--- src/rtl/cams_pkg.sv ---
`timescale 1ns / 1ps

package cams_pkg;

  // graph size and count width
  localparam int NODE_COUNT  = 16;
  localparam int COUNT_WIDTH = 16;
  localparam int NODE_W      = $clog2(NODE_COUNT);
  localparam int CELL_COUNT  = NODE_COUNT * NODE_COUNT;
  localparam int ADDR_W      = 2 * NODE_W;
  localparam int KIND_W      = 3;

  localparam logic [COUNT_WIDTH-1:0] CNT_ZERO = '0;
  localparam logic [COUNT_WIDTH-1:0] CNT_ONE  = COUNT_WIDTH'(1);
  localparam logic [COUNT_WIDTH-1:0] CNT_MAX  = '1;
  localparam logic [NODE_W-1:0]      IDX_LAST = NODE_W'(NODE_COUNT - 1);

  // operation kinds
  localparam logic [KIND_W-1:0] K_SET = 3'd0;
  localparam logic [KIND_W-1:0] K_INC = 3'd1;
  localparam logic [KIND_W-1:0] K_DEC = 3'd2;
  localparam logic [KIND_W-1:0] K_INS = 3'd3;
  localparam logic [KIND_W-1:0] K_DEL = 3'd4;

  // read port address selection
  localparam int RD_W = 2;
  localparam logic [RD_W-1:0] RD_NONE = 2'd0;
  localparam logic [RD_W-1:0] RD_EDGE = 2'd1;
  localparam logic [RD_W-1:0] RD_ROWX = 2'd2;
  localparam logic [RD_W-1:0] RD_COLX = 2'd3;

  // jump conditions
  localparam int CND_W = 3;
  localparam logic [CND_W-1:0] C_NEVER    = 3'd0;
  localparam logic [CND_W-1:0] C_NO_IN    = 3'd1;
  localparam logic [CND_W-1:0] C_NO_SCAN  = 3'd2;
  localparam logic [CND_W-1:0] C_IDX_MORE = 3'd3;
  localparam logic [CND_W-1:0] C_OUT_BUSY = 3'd4;

  // program steps; the last step falls through to the first
  localparam int PC_W = 3;
  localparam logic [PC_W-1:0] S_FETCH  = 3'd0;
  localparam logic [PC_W-1:0] S_READ   = 3'd1;
  localparam logic [PC_W-1:0] S_UPDATE = 3'd2;
  localparam logic [PC_W-1:0] S_ROW    = 3'd3;
  localparam logic [PC_W-1:0] S_COL    = 3'd4;
  localparam logic [PC_W-1:0] S_DRAIN  = 3'd5;
  localparam logic [PC_W-1:0] S_APPLY  = 3'd6;
  localparam logic [PC_W-1:0] S_OUT    = 3'd7;

  typedef struct packed {
    logic            in_rdy;
    logic [RD_W-1:0] rd;
    logic            upd;
    logic            idx_inc;
    logic            apply;
    logic            out_ld;
    logic [CND_W-1:0] cond;
    logic [PC_W-1:0] target;
  } ctrl_t;

  typedef struct packed {
    logic in_valid;
    logic scan_req;
    logic idx_more;
    logic out_busy;
  } stat_t;

  // control store
  function automatic ctrl_t ucode(input logic [PC_W-1:0] pc);
    ctrl_t w;
    w = '0;
    w.cond = C_NEVER;
    w.rd   = RD_NONE;
    case (pc)
      S_FETCH: begin
        w.in_rdy = 1'b1;
        w.cond   = C_NO_IN;
        w.target = S_FETCH;
      end
      S_READ: begin
        w.rd = RD_EDGE;
      end
      S_UPDATE: begin
        w.upd    = 1'b1;
        w.cond   = C_NO_SCAN;
        w.target = S_OUT;
      end
      S_ROW: begin
        w.rd = RD_ROWX;
      end
      S_COL: begin
        w.rd      = RD_COLX;
        w.idx_inc = 1'b1;
        w.cond    = C_IDX_MORE;
        w.target  = S_ROW;
      end
      S_DRAIN: begin
        w.cond = C_NEVER;
      end
      S_APPLY: begin
        w.apply = 1'b1;
      end
      S_OUT: begin
        w.out_ld = 1'b1;
        w.cond   = C_OUT_BUSY;
        w.target = S_OUT;
      end
      default: begin
        w.cond = C_NEVER;
      end
    endcase
    return w;
  endfunction

endpackage

--- src/rtl/cams_seq.sv ---
`timescale 1ns / 1ps

module cams_seq
  import cams_pkg::*;
(
  input  logic  clk,
  input  logic  rst_n,
  input  stat_t stat,
  output ctrl_t ctrl
);

  logic [PC_W-1:0] pc_r, pc_nxt;
  logic            jump;

  // control word for the current step
  assign ctrl = ucode(pc_r);

  // jump condition
  always_comb begin
    case (ctrl.cond)
      C_NEVER:    jump = 1'b0;
      C_NO_IN:    jump = !stat.in_valid;
      C_NO_SCAN:  jump = !stat.scan_req;
      C_IDX_MORE: jump = stat.idx_more;
      C_OUT_BUSY: jump = stat.out_busy;
      default:    jump = 1'b0;
    endcase
  end

  assign pc_nxt = jump ? ctrl.target : pc_r + 1'b1;

  always_ff @(posedge clk) begin
    if (!rst_n) begin
      pc_r <= S_FETCH;
    end else begin
      pc_r <= pc_nxt;
    end
  end

endmodule

--- config.mk ---
export PLATFORM = sky130hd
export DESIGN_NAME = cams_seq
export DESIGN_NICKNAME = d
export VERILOG_FILES = /design/src/rtl/cams_pkg.sv /design/src/rtl/cams_seq.sv
export SDC_FILE = /design/constraint.sdc
export NUM_CORES = 1
export LEC_CHECK = 0
export BUFFER_PORTS_ARGS = -buffer_cell sky130_fd_sc_hd__clkbuf_2
export CORE_AREA = 2 2 39 41
export CTS_CLUSTER_SIZE = 10
export DETAILED_ROUTE_END_ITERATION = 10
export DIE_AREA = 0 0 41 43
export SYNTH_ARGS = -nofsm -noshare
export SYNTH_HDL_FRONTEND = slang
export SYNTH_SLANG_ARGS = --single-unit
--- constraint.sdc ---
create_clock -name clk -period 2.5 [get_ports clk]
set_clock_uncertainty 0.05 [all_clocks]
set_input_delay 0.25 -clock clk [delete_from_list [all_inputs] [get_ports clk]]
set_output_delay 0.25 -clock clk [all_outputs]
set_load 0.01 [all_outputs]
### Yosys cells after proc, flatten, opt, wreduce, memory -nomap -nowiden

Cells that the tools add are included.

| operators by class | value |
|---|---|
| $add $sub $neg | 1 |
| multipliers | 0 |
| div/mod/pow operators | 0 |
| magnitude comparators | 0 |
| equal/unequal tests | 10 |
| shift operators | 0 |
| multiplexer cells | 10 |
| bitwise gates (word level) | 0 |
| reductions and logical operators | 4 |

Operators by type and width:

| kind | number |
|---|---|
| 3-bit by 2-bit equality test with 1-bit output (second input constant) | 4 |
| 3-bit equality test (second input constant) | 4 |
| 3-bit one-hot mux with 4 select lines | 1 |
| 3-bit by 1-bit equality test with 1-bit output (second input constant) | 2 |
| 2-bit one-hot mux with 3 select lines | 1 |
| 3-bit one-hot mux with 2 select lines | 1 |
| 1-bit 2-to-1 mux | 5 |
| 1-bit one-hot mux with 4 select lines | 1 |
| 3-bit by 1-bit adder with 3-bit output (second input constant) | 1 |
| 3-bit logical NOT | 1 |
| 3-bit 2-to-1 mux | 1 |
| 1-bit logical NOT | 2 |
| 2-bit OR reduction | 1 |

| word-level totals | value |
|---|---|
| register bits after elaboration | 3 |
| latch bits | 0 |
| RAM bits | 0 |
| bits in read-only memories | 0 |
| bits of input ports | 6 |
| word-level logic and storage cells | 26 |
| memories kept | 0 |

### Longest topological paths before layout

Gate-level depths: netlist of run 1.

| depth | value |
|---|---|
| word-level depth | 5 |
| gate-level depth with buffers | 6 |
| gate-level depth less buffers | 6 |

### Worst setup path after synthesis of run 1

No wires, ideal clock.

| path | value |
|---|---|
| kind | flip-flop to output port |
| from | reg pc_r[0] |
| to | out ctrl[1] in the netlist's numbering |
| arrival | 1419 ps |
| path slack | 781 ps |
| cell stages (with the launch flop) | 6 |
| path buffers | 1 |
| cells stage by stage | dfxtp_1 -> inv_1 -> ha_1 -> mux2_4 -> or2_2 -> buf_4 |

RTL lines:

| item | RTL line | source |
|---|---|---|
| from (decl) | cams_seq.sv:12 | `logic [PC_W-1:0] pc_r, pc_nxt;` |
| from (signal assigned) | cams_seq.sv:36 | `pc_r <= pc_nxt;` |
| to (decl) | cams_seq.sv:9 | `output ctrl_t ctrl` |

==> results of run 1 <==
-- layer usage --
layer	vias to the layer above	track usage (%)
li1	166	-
met1	144	7.05
met2	14	13.1
met3	0	4.71
met4	0	6.00
met5	-	0
-- path summary, 6_finish.rpt --
check	from	end	slack (ns)	cells after the start
worst max-delay path	pc_r[0]	ctrl[1]	0.54	5
worst min-delay path	rst_n	pc_r[0]	0.25	3
worst max register to register	pc_r[0]	pc_r[0]	0.79	6
worst min register to register	pc_r[0]	pc_r[0]	0.45	1
-- cells in the mapped netlist (all sizes together) --
library cell and instances:
inv 8, ha 6, dfxtp 3, o21ai 3, a21oi 2, or2 2
a211oi 1, a31oi 1, and2 1, and2b 1, buf 1, clkbuf 1
mux2 1, nand2 1, nand2b 1, nor2b 1, nor3b 1, nor4 1
o211ai 1, o22a 1, or2b 1
-- cells by family after synthesis --
logic type / count (synthesis)
AO/OA/AOI/OAI: 9
AND/OR/NAND/NOR: 10
flip-flops: 3
multiplexers: 1
adder cells (fa/ha/maj): 6
buffers and inverters: 10
-- power breakdown --
group	internal, W	total (W)	switching, W
clock	0.0000596	0.0000825	0.0000229
combinational	0.000164	0.000360	0.000195
sequential	0.0000669	0.0000888	0.0000219
-- cell type report --
| class | instances | share of cell area, % |
|---|---|---|
| multi-input combinational | 26 | 50.5 |
| timing repair buffer | 18 | 19.7 |
| sequential | 3 | 13.1 |
| inverter | 8 | 6.56 |
| clock buffer | 4 | 5.74 |
| tap | 16 | 4.37 |
-- stage by stage --
stage	utilization, %	hold WS [ns]	cells	total power [W]	cell area [µm²]
floorplan	-	0.354	39	0.000351	333
global route	33.1	0.258	75	0.000589	458
detailed placement	31.2	0.444	71	0.000456	432
finish	33.1	0.245	75	0.000531	458
CTS	33.1	0.238	75	0.000544	458
global placement	31.2	0.430	71	0.000451	432
-- tightest hold or removal path, cell delays in order --
cell	delay, ns
sky130_fd_sc_hd__clkbuf_2	0.09
sky130_fd_sc_hd__nand2b_1	0.09
sky130_fd_sc_hd__a21oi_1	0.05
==> load_flow_metrics.sql, run 1 <==
INSERT INTO impl_metrics (metric_group, metric, value, unit) VALUES
('floorplan', 'design.portCount', '19', ''),
('finish', 'largest-register', 'pc_r', ''),
('synthesis', 'mux_contribution_to_synthesized_area', '4.51', '%'),
('finish', 'final_net_count', '72', ''),
('timing', 'final-setup-viol-count', '0', ''),
('drt', 'avgViaCountPerCell', '4.32', ''),
('finish', 'mostFrequentLayoutCell', 'sky130_fd_sc_hd__clkbuf_2', ''),
('placement', 'portBuffers', '18', ''),
('grt', 'global_route_total_usage_across_every_layer', '8.22', '%'),
('hold_path', 'hp-class', 'in2reg', ''),
('floorplan', 'floorplan.die.height', '43', 'µm'),
('timing', 'period_minus_slack', '1.96', 'ns'),
('timing', 'setup_total_negative_slack', '0', 'ns'),
('drt', 'drt_pass1_iterations', '1', ''),
('timing', 'rsz0062_at_grt', 'no', ''),
('floorplan', 'die_area', '1760', 'µm²'),
('grt', 'grt_pass1_vias', '260', ''),
('synthesis', 'synth_simple_gate_area_share', '20.3', '%'),
('timing', 'slew_headroom', '74.8', '%'),
('placement', 'dpl.hpwl', '581', 'µm'),
('clock_tree', 'cts_made_buffers', '3', ''),
('clock_tree', 'clk_root_buffer_cell', 'sky130_fd_sc_hd__clkbuf_4', ''),
('synthesis', 'post_synth.cell_area_avg', '8.53', 'µm²'),
('finish', 'biggestRegsByFlops', 'pc_r: 3 flops', ''),
('drt', 'routed.top_layer', 'met3', ''),
('clock_tree', 'quantity_of_hold_fixing_buffers_added_after_cts', '0', ''),
('synthesis', 'yosysUniqueCellTypes', '21', ''),
('drt', 'detail_route.iter0.violations', '0', ''),
('floorplan', 'standard_cell_row_count', '14', ''),
('critical_path', 'critical_path.slowest_cell', 'sky130_fd_sc_hd__dfxtp_1', ''),
('run', 'max_capacitance_violation_count', '0', ''),
('floorplan', 'start_util', '24.1', '%'),
('critical_path', 'timing.critical_path.to_type', 'output pin', ''),
('critical_path', 'worst_path_largest_cell_delay', '0.38', 'ns'),
('critical_path', 'cp_max_fo', '5', ''),
('finish', 'layout-drive-gt1-share', '49.2', '%'),
('finish', 'syn2layout_area_growth', '37.6', '%'),
('finish', 'largest_register_ff_count', '3', ''),
('synthesis', 'postSynthCellCount', '39', ''),
('synthesis', 'yosysWarningCount', '0', ''),
('drt', 'route.detailed.wl_per_inst', '8.95', 'µm'),
('finish', 'multi_input_comb_area', '231', 'µm²'),
('critical_path', 'cp_data_arrival_time', '1.66', 'ns'),
('clock_tree', 'numClockSinks', '3', ''),
('critical_path', 'worstPathRequired', '2.20', 'ns'),
('synthesis', 'synth_largest_area_cell', 'sky130_fd_sc_hd__ha_1', ''),
('timing', 'fmax', '0.511', 'GHz'),
('synthesis', 'synth-adder-area-share', '22.6', '%'),
('drt', 'route.final.wire_length', '671', 'µm'),
('clock_tree', 'cts-resized-gates', '0', ''),
('synthesis', 'synth_compound_area_share', '22.2', '%'),
('synthesis', 'synth.net_count', '51', ''),
('timing', 'finalMaxSlewViolations', '0', ''),
('synthesis', 'yosys.area_share.xor_xnor', '0', '%'),
('drt', 'num_vias', '324', ''),
('finish', 'layout.filler_cells', '148', ''),
('drt', 'ant_nets', '0', ''),
('floorplan', 'fp.coreArea', '1380', 'µm²'),
('critical_path', 'crit_family', 'flip-flops', ''),
('run_status', 'status', 'finished clean', ''),
('clock_tree', 'worst_path_clk_slew', '0.04', 'ns'),
('power_and_ir_drop', 'largest_vdd_supply_drop', '0.000319', 'V'),
('clock_tree', 'clock_tree.buffer_depth', '2', ''),
('clock_tree', 'postCtsSetupRepairBufs', '0', ''),
('clock_tree', 'cts_tree', 'built', ''),
('power_and_ir_drop', 'power.density', '1160', 'nW/µm²'),
('timing', 'timing.final.crit_share', '78.3', '%'),
('clock_tree', 'clkLatencyLatePin', '0.23', 'ns'),
('grt', 'wire_length_of_the_first_global_routing_pass', '938', 'µm'),
('floorplan', 'die_width', '41', 'µm'),
('placement', 'final_weighted_congestion_in_routability_driven_placement', '0.605', '');
Power figures use the tool's default switching activity.
==> inputs of run 2 (changes only) <==
--- a/config.mk
+++ b/config.mk
@@ -5,6 +5,7 @@
 export SDC_FILE = /design/constraint.sdc
 export NUM_CORES = 1
 export LEC_CHECK = 0
+export ABC_AREA = 1
 export BUFFER_PORTS_ARGS = -buffer_cell sky130_fd_sc_hd__clkbuf_2
 export CORE_AREA = 2 2 39 41
 export CTS_CLUSTER_SIZE = 10
==> constraint.sdc (replaced) <==
create_clock -name clk -period 1.7 [get_ports clk]
set_clock_uncertainty 0.05 [all_clocks]
set_input_delay 0.17 -clock clk [delete_from_list [all_inputs] [get_ports clk]]
set_output_delay 0.17 -clock clk [all_outputs]
set_load 0.01 [all_outputs]
==> run 2 against run 1 <==
Critical endpoint unchanged. Critical path depth unchanged. Setup slack got worse by 0.43 ns. Die area unchanged. Global-route usage increased by 2.2 points. Power increased by 33%. Via count increased by 11%. Register-to-register slack got worse by 0.67 ns. Non-clock buffer count unchanged. Highest routed layer is now met4. Sequential share of layout area decreased by 1.3 points. Clock power increased by 55%. Combinational power increased by 29%. Sequential cell count unchanged.
==> load_flow_metrics.sql, run 2 <==
INSERT INTO impl_metrics (metric_group, metric, value, unit) VALUES
('run_status', 'status', 'finished clean', ''),
('timing', 'rsz0062_at_grt', 'no', ''),
('finish', 'stdcell_count', '89', ''),
('synthesis', 'yosys_register_bits', '3', ''),
('clock_tree', 'worst_path_clk_slew', '0.04', 'ns'),
('clock_tree', 'clk_root_buffer_cell', 'sky130_fd_sc_hd__clkbuf_4', ''),
('clock_tree', 'cts_tree', 'built', ''),
('synthesis', 'synth_ff_type', 'sky130_fd_sc_hd__dfxtp_1', ''),
('synthesis', 'synth.net_count', '65', ''),
('grt', 'grt_pass1_vias', '317', ''),
('placement', 'dpl-instance-area', '480', 'µm²'),
('finish', 'layout-drive-gt1-share', '49.3', '%'),
('placement', 'post-place-cells', '85', ''),
('grt', 'maximum_number_of_pins_on_one_net_before_global_route_repair', '8', ''),
('finish', 'largest-register', 'pc_r', ''),
('timing', 'slew_headroom', '86.4', '%'),
('grt', 'grt_antenna_before_repair', '0', ''),
('finish', 'finish.instance_area', '509', 'µm²'),
('synthesis', 'seq_area_frac_synth', '15.7', '%'),
('grt', 'global_route_total_usage_across_every_layer', '10.4', '%'),
('synthesis', 'yosysWarningCount', '0', ''),
('synthesis', 'yosys-top-cells-count', '11 x sky130_fd_sc_hd__inv_1, 6 x sky130_fd_sc_hd__ha_1, 6 x sky130_fd_sc_hd__nand2_1, 6 x sky130_fd_sc_hd__nand2_2, 5 x sky130_fd_sc_hd__nand3_1', ''),
('run', 'max_capacitance_violation_count', '0', ''),
('grt', 'globalRouteOverflowTotal', '0', ''),
('clock_tree', 'cts_made_buffers', '3', ''),
('timing', 'final-setup-viol-count', '0', ''),
('synthesis', 'postSynthCellCount', '53', ''),
('clock_tree', 'quantity_of_hold_fixing_buffers_added_after_cts', '0', ''),
('finish', 'mostFrequentLayoutCell', 'sky130_fd_sc_hd__clkbuf_2', ''),
('clock_tree', 'cts-resized-gates', '0', ''),
('timing', 'timing.final.crit_share', '93.1', '%'),
('critical_path', 'cp_data_arrival_time', '1.36', 'ns'),
('clock_tree', 'clkLatencyLatePin', '0.24', 'ns'),
('clock_tree', 'postCtsSetupRepairBufs', '0', ''),
('drt', 'num_vias', '360', ''),
('critical_path', 'cp_max_fo', '6', ''),
('finish', 'largest_register_ff_count', '3', ''),
('critical_path', 'timing.critical_path.to_type', 'output pin', ''),
('floorplan', 'start_util', '27.6', '%'),
('drt', 'detail_route.iter0.violations', '4', ''),
('critical_path', 'ff2ff_setup_slack', '0.12', 'ns'),
('synthesis', 'yosysUniqueCellTypes', '14', ''),
('hold_path', 'hp-class', 'in2reg', ''),
('drt', 'drt_pass1_iterations', '2', ''),
('timing', 'tightest_hold_margin', '0.129', 'ns'),
('power_and_ir_drop', 'power.density', '1390', 'nW/µm²'),
('floorplan', 'design.portCount', '19', ''),
('power_and_ir_drop', 'largest_vdd_supply_drop', '0.000544', 'V'),
('floorplan', 'fp.coreArea', '1380', 'µm²'),
('timing', 'tightest_slew', '0.204', 'ns'),
('clock_tree', 'numClockSinks', '3', ''),
('synthesis', 'post_synth.cell_area_avg', '7.20', 'µm²'),
('synthesis', 'synth_largest_area_cell', 'sky130_fd_sc_hd__ha_1', ''),
('finish', 'layout_common_cells', '18 x sky130_fd_sc_hd__clkbuf_2, 11 x sky130_fd_sc_hd__inv_1, 6 x sky130_fd_sc_hd__nand2_1, 6 x sky130_fd_sc_hd__nand2_2', ''),
('critical_path', 'worstPathRequired', '1.48', 'ns'),
('drt', 'route.final.wire_length', '721', 'µm'),
('timing', 'setup_total_negative_slack', '0', 'ns'),
('timing', 'finalMaxSlewViolations', '0', ''),
('timing', 'timing.final.hold_violations', '0', ''),
('finish', 'biggestRegsByFlops', 'pc_r: 3 flops', ''),
('drt', 'ant_nets', '0', ''),
('floorplan', 'die_width', '41', 'µm'),
('timing', 'fmax', '0.632', 'GHz'),
('finish', 'syn2layout_area_growth', '33.4', '%'),
('placement', 'dpl.hpwl', '630', 'µm'),
('drt', 'avgViaCountPerCell', '4.04', ''),
('finish', 'final_net_count', '86', ''),
('power_and_ir_drop', 'power.static_leakage', '0.334', 'nW'),
('critical_path', 'critical_path.startpoint_type', 'flip-flop', ''),
('synthesis', 'synth-async-reset-ratio', '0', '%'),
('placement', 'portBuffers', '18', ''),
('drt', 'route.detailed.wl_per_inst', '8.10', 'µm'),
('synthesis', 'synth_edf_count', '0', ''),
('critical_path', 'worstSetupPathType', 'reg2out', ''),
('clock_tree', 'ctsHtreeMaxLevel', '1', ''),
('drt', 'drcViolationCount', '0', ''),
('synthesis', 'synth.cell_area', '382', 'µm²'),
('grt', 'wire_length_of_the_first_global_routing_pass', '1230', 'µm'),
('floorplan', 'die_area', '1760', 'µm²'),
('finish', 'antenna_cells', '0', ''),
('timing', 'period_minus_slack', '1.58', 'ns'),
('floorplan', 'floorplan.die.height', '43', 'µm'),
('placement', 'final_weighted_congestion_in_routability_driven_placement', '0.728', ''),
('clock_tree', 'clock_tree.buffer_depth', '2', ''),
('synthesis', 'synth.top_cell.area_share', '19.7', '%'),
('synthesis', 'count_leader_synth', 'sky130_fd_sc_hd__inv_1', ''),
('synthesis', 'synth.top_cells.by_area', 'sky130_fd_sc_hd__ha_1 20%, sky130_fd_sc_hd__dfxtp_1 16%, sky130_fd_sc_hd__inv_1 11%', ''),
('floorplan', 'standard_cell_row_count', '14', '');
[run 2: final timing paths]
path,from,to,depth (start not counted)
worst max-delay path,pc_r[0],ctrl[1],5
worst min-delay path,rst_n,pc_r[1],3
worst max register to register,pc_r[0],pc_r[0],8
worst min register to register,pc_r[0],pc_r[0],3
[run 2: cell type report]
class | instances | area (µm²)
Fill cell | 161 | 875
Timing Repair Buffer | 18 | 90.1
Sequential cell | 3 | 60.1
Inverter | 13 | 48.8
Clock buffer | 4 | 26.3
Multi-Input combinational cell | 35 | 264
Tap cell | 16 | 20.0
[run 2: stage by stage]
step	power (W)	worst slack, ns	util, %
after global placement	0.000582	0.124	34.7
after CTS	0.000721	0.0847	36.6
after global routing	0.000787	0.00823	36.8
after floorplan	0.000462	0.157	-
after detailed placement	0.000587	0.114	34.7
final	0.000707	0.117	36.8
[run 2: report_power, final]
part / internal (W) / switching (W) / total, W
clock network: 0.0000881 / 0.0000394 / 0.000128
registers: 0.0000926 / 0.0000218 / 0.000114
logic: 0.000187 / 0.000278 / 0.000465
total: 0.000367 / 0.000339 / 0.000707
[run 2: critical path, stage by stage (launching register included)]
cell	delay [ns]
sky130_fd_sc_hd__dfxtp_1	0.32
sky130_fd_sc_hd__ha_1	0.21
sky130_fd_sc_hd__ha_1	0.24
sky130_fd_sc_hd__inv_1	0.11
sky130_fd_sc_hd__nand3_4	0.10
sky130_fd_sc_hd__clkbuf_2	0.14
[run 2: metal layers]
metal / up-vias / GRT usage, % / part of all wire, %
met2: 12 / 14.1 / 47
met1: 150 / 13.1 / 43
met3: 2 / 3.14 / 7.8
li1: 196 / - / -
met4: 0 / 8.00 / 2.6
met5: - / 0 / 0
[run 2: cell families (layout without fill, tap and decap cells)]
group / Yosys count / count (layout) / share of synthesized area (%)
flops: 3 / 3 / 15.7
buf+inv: 15 / 35 / 15.7
fa+ha+maj: 6 / 6 / 19.7
compound gates: 3 / 3 / 3.93
simple gates: 26 / 26 / 44.9
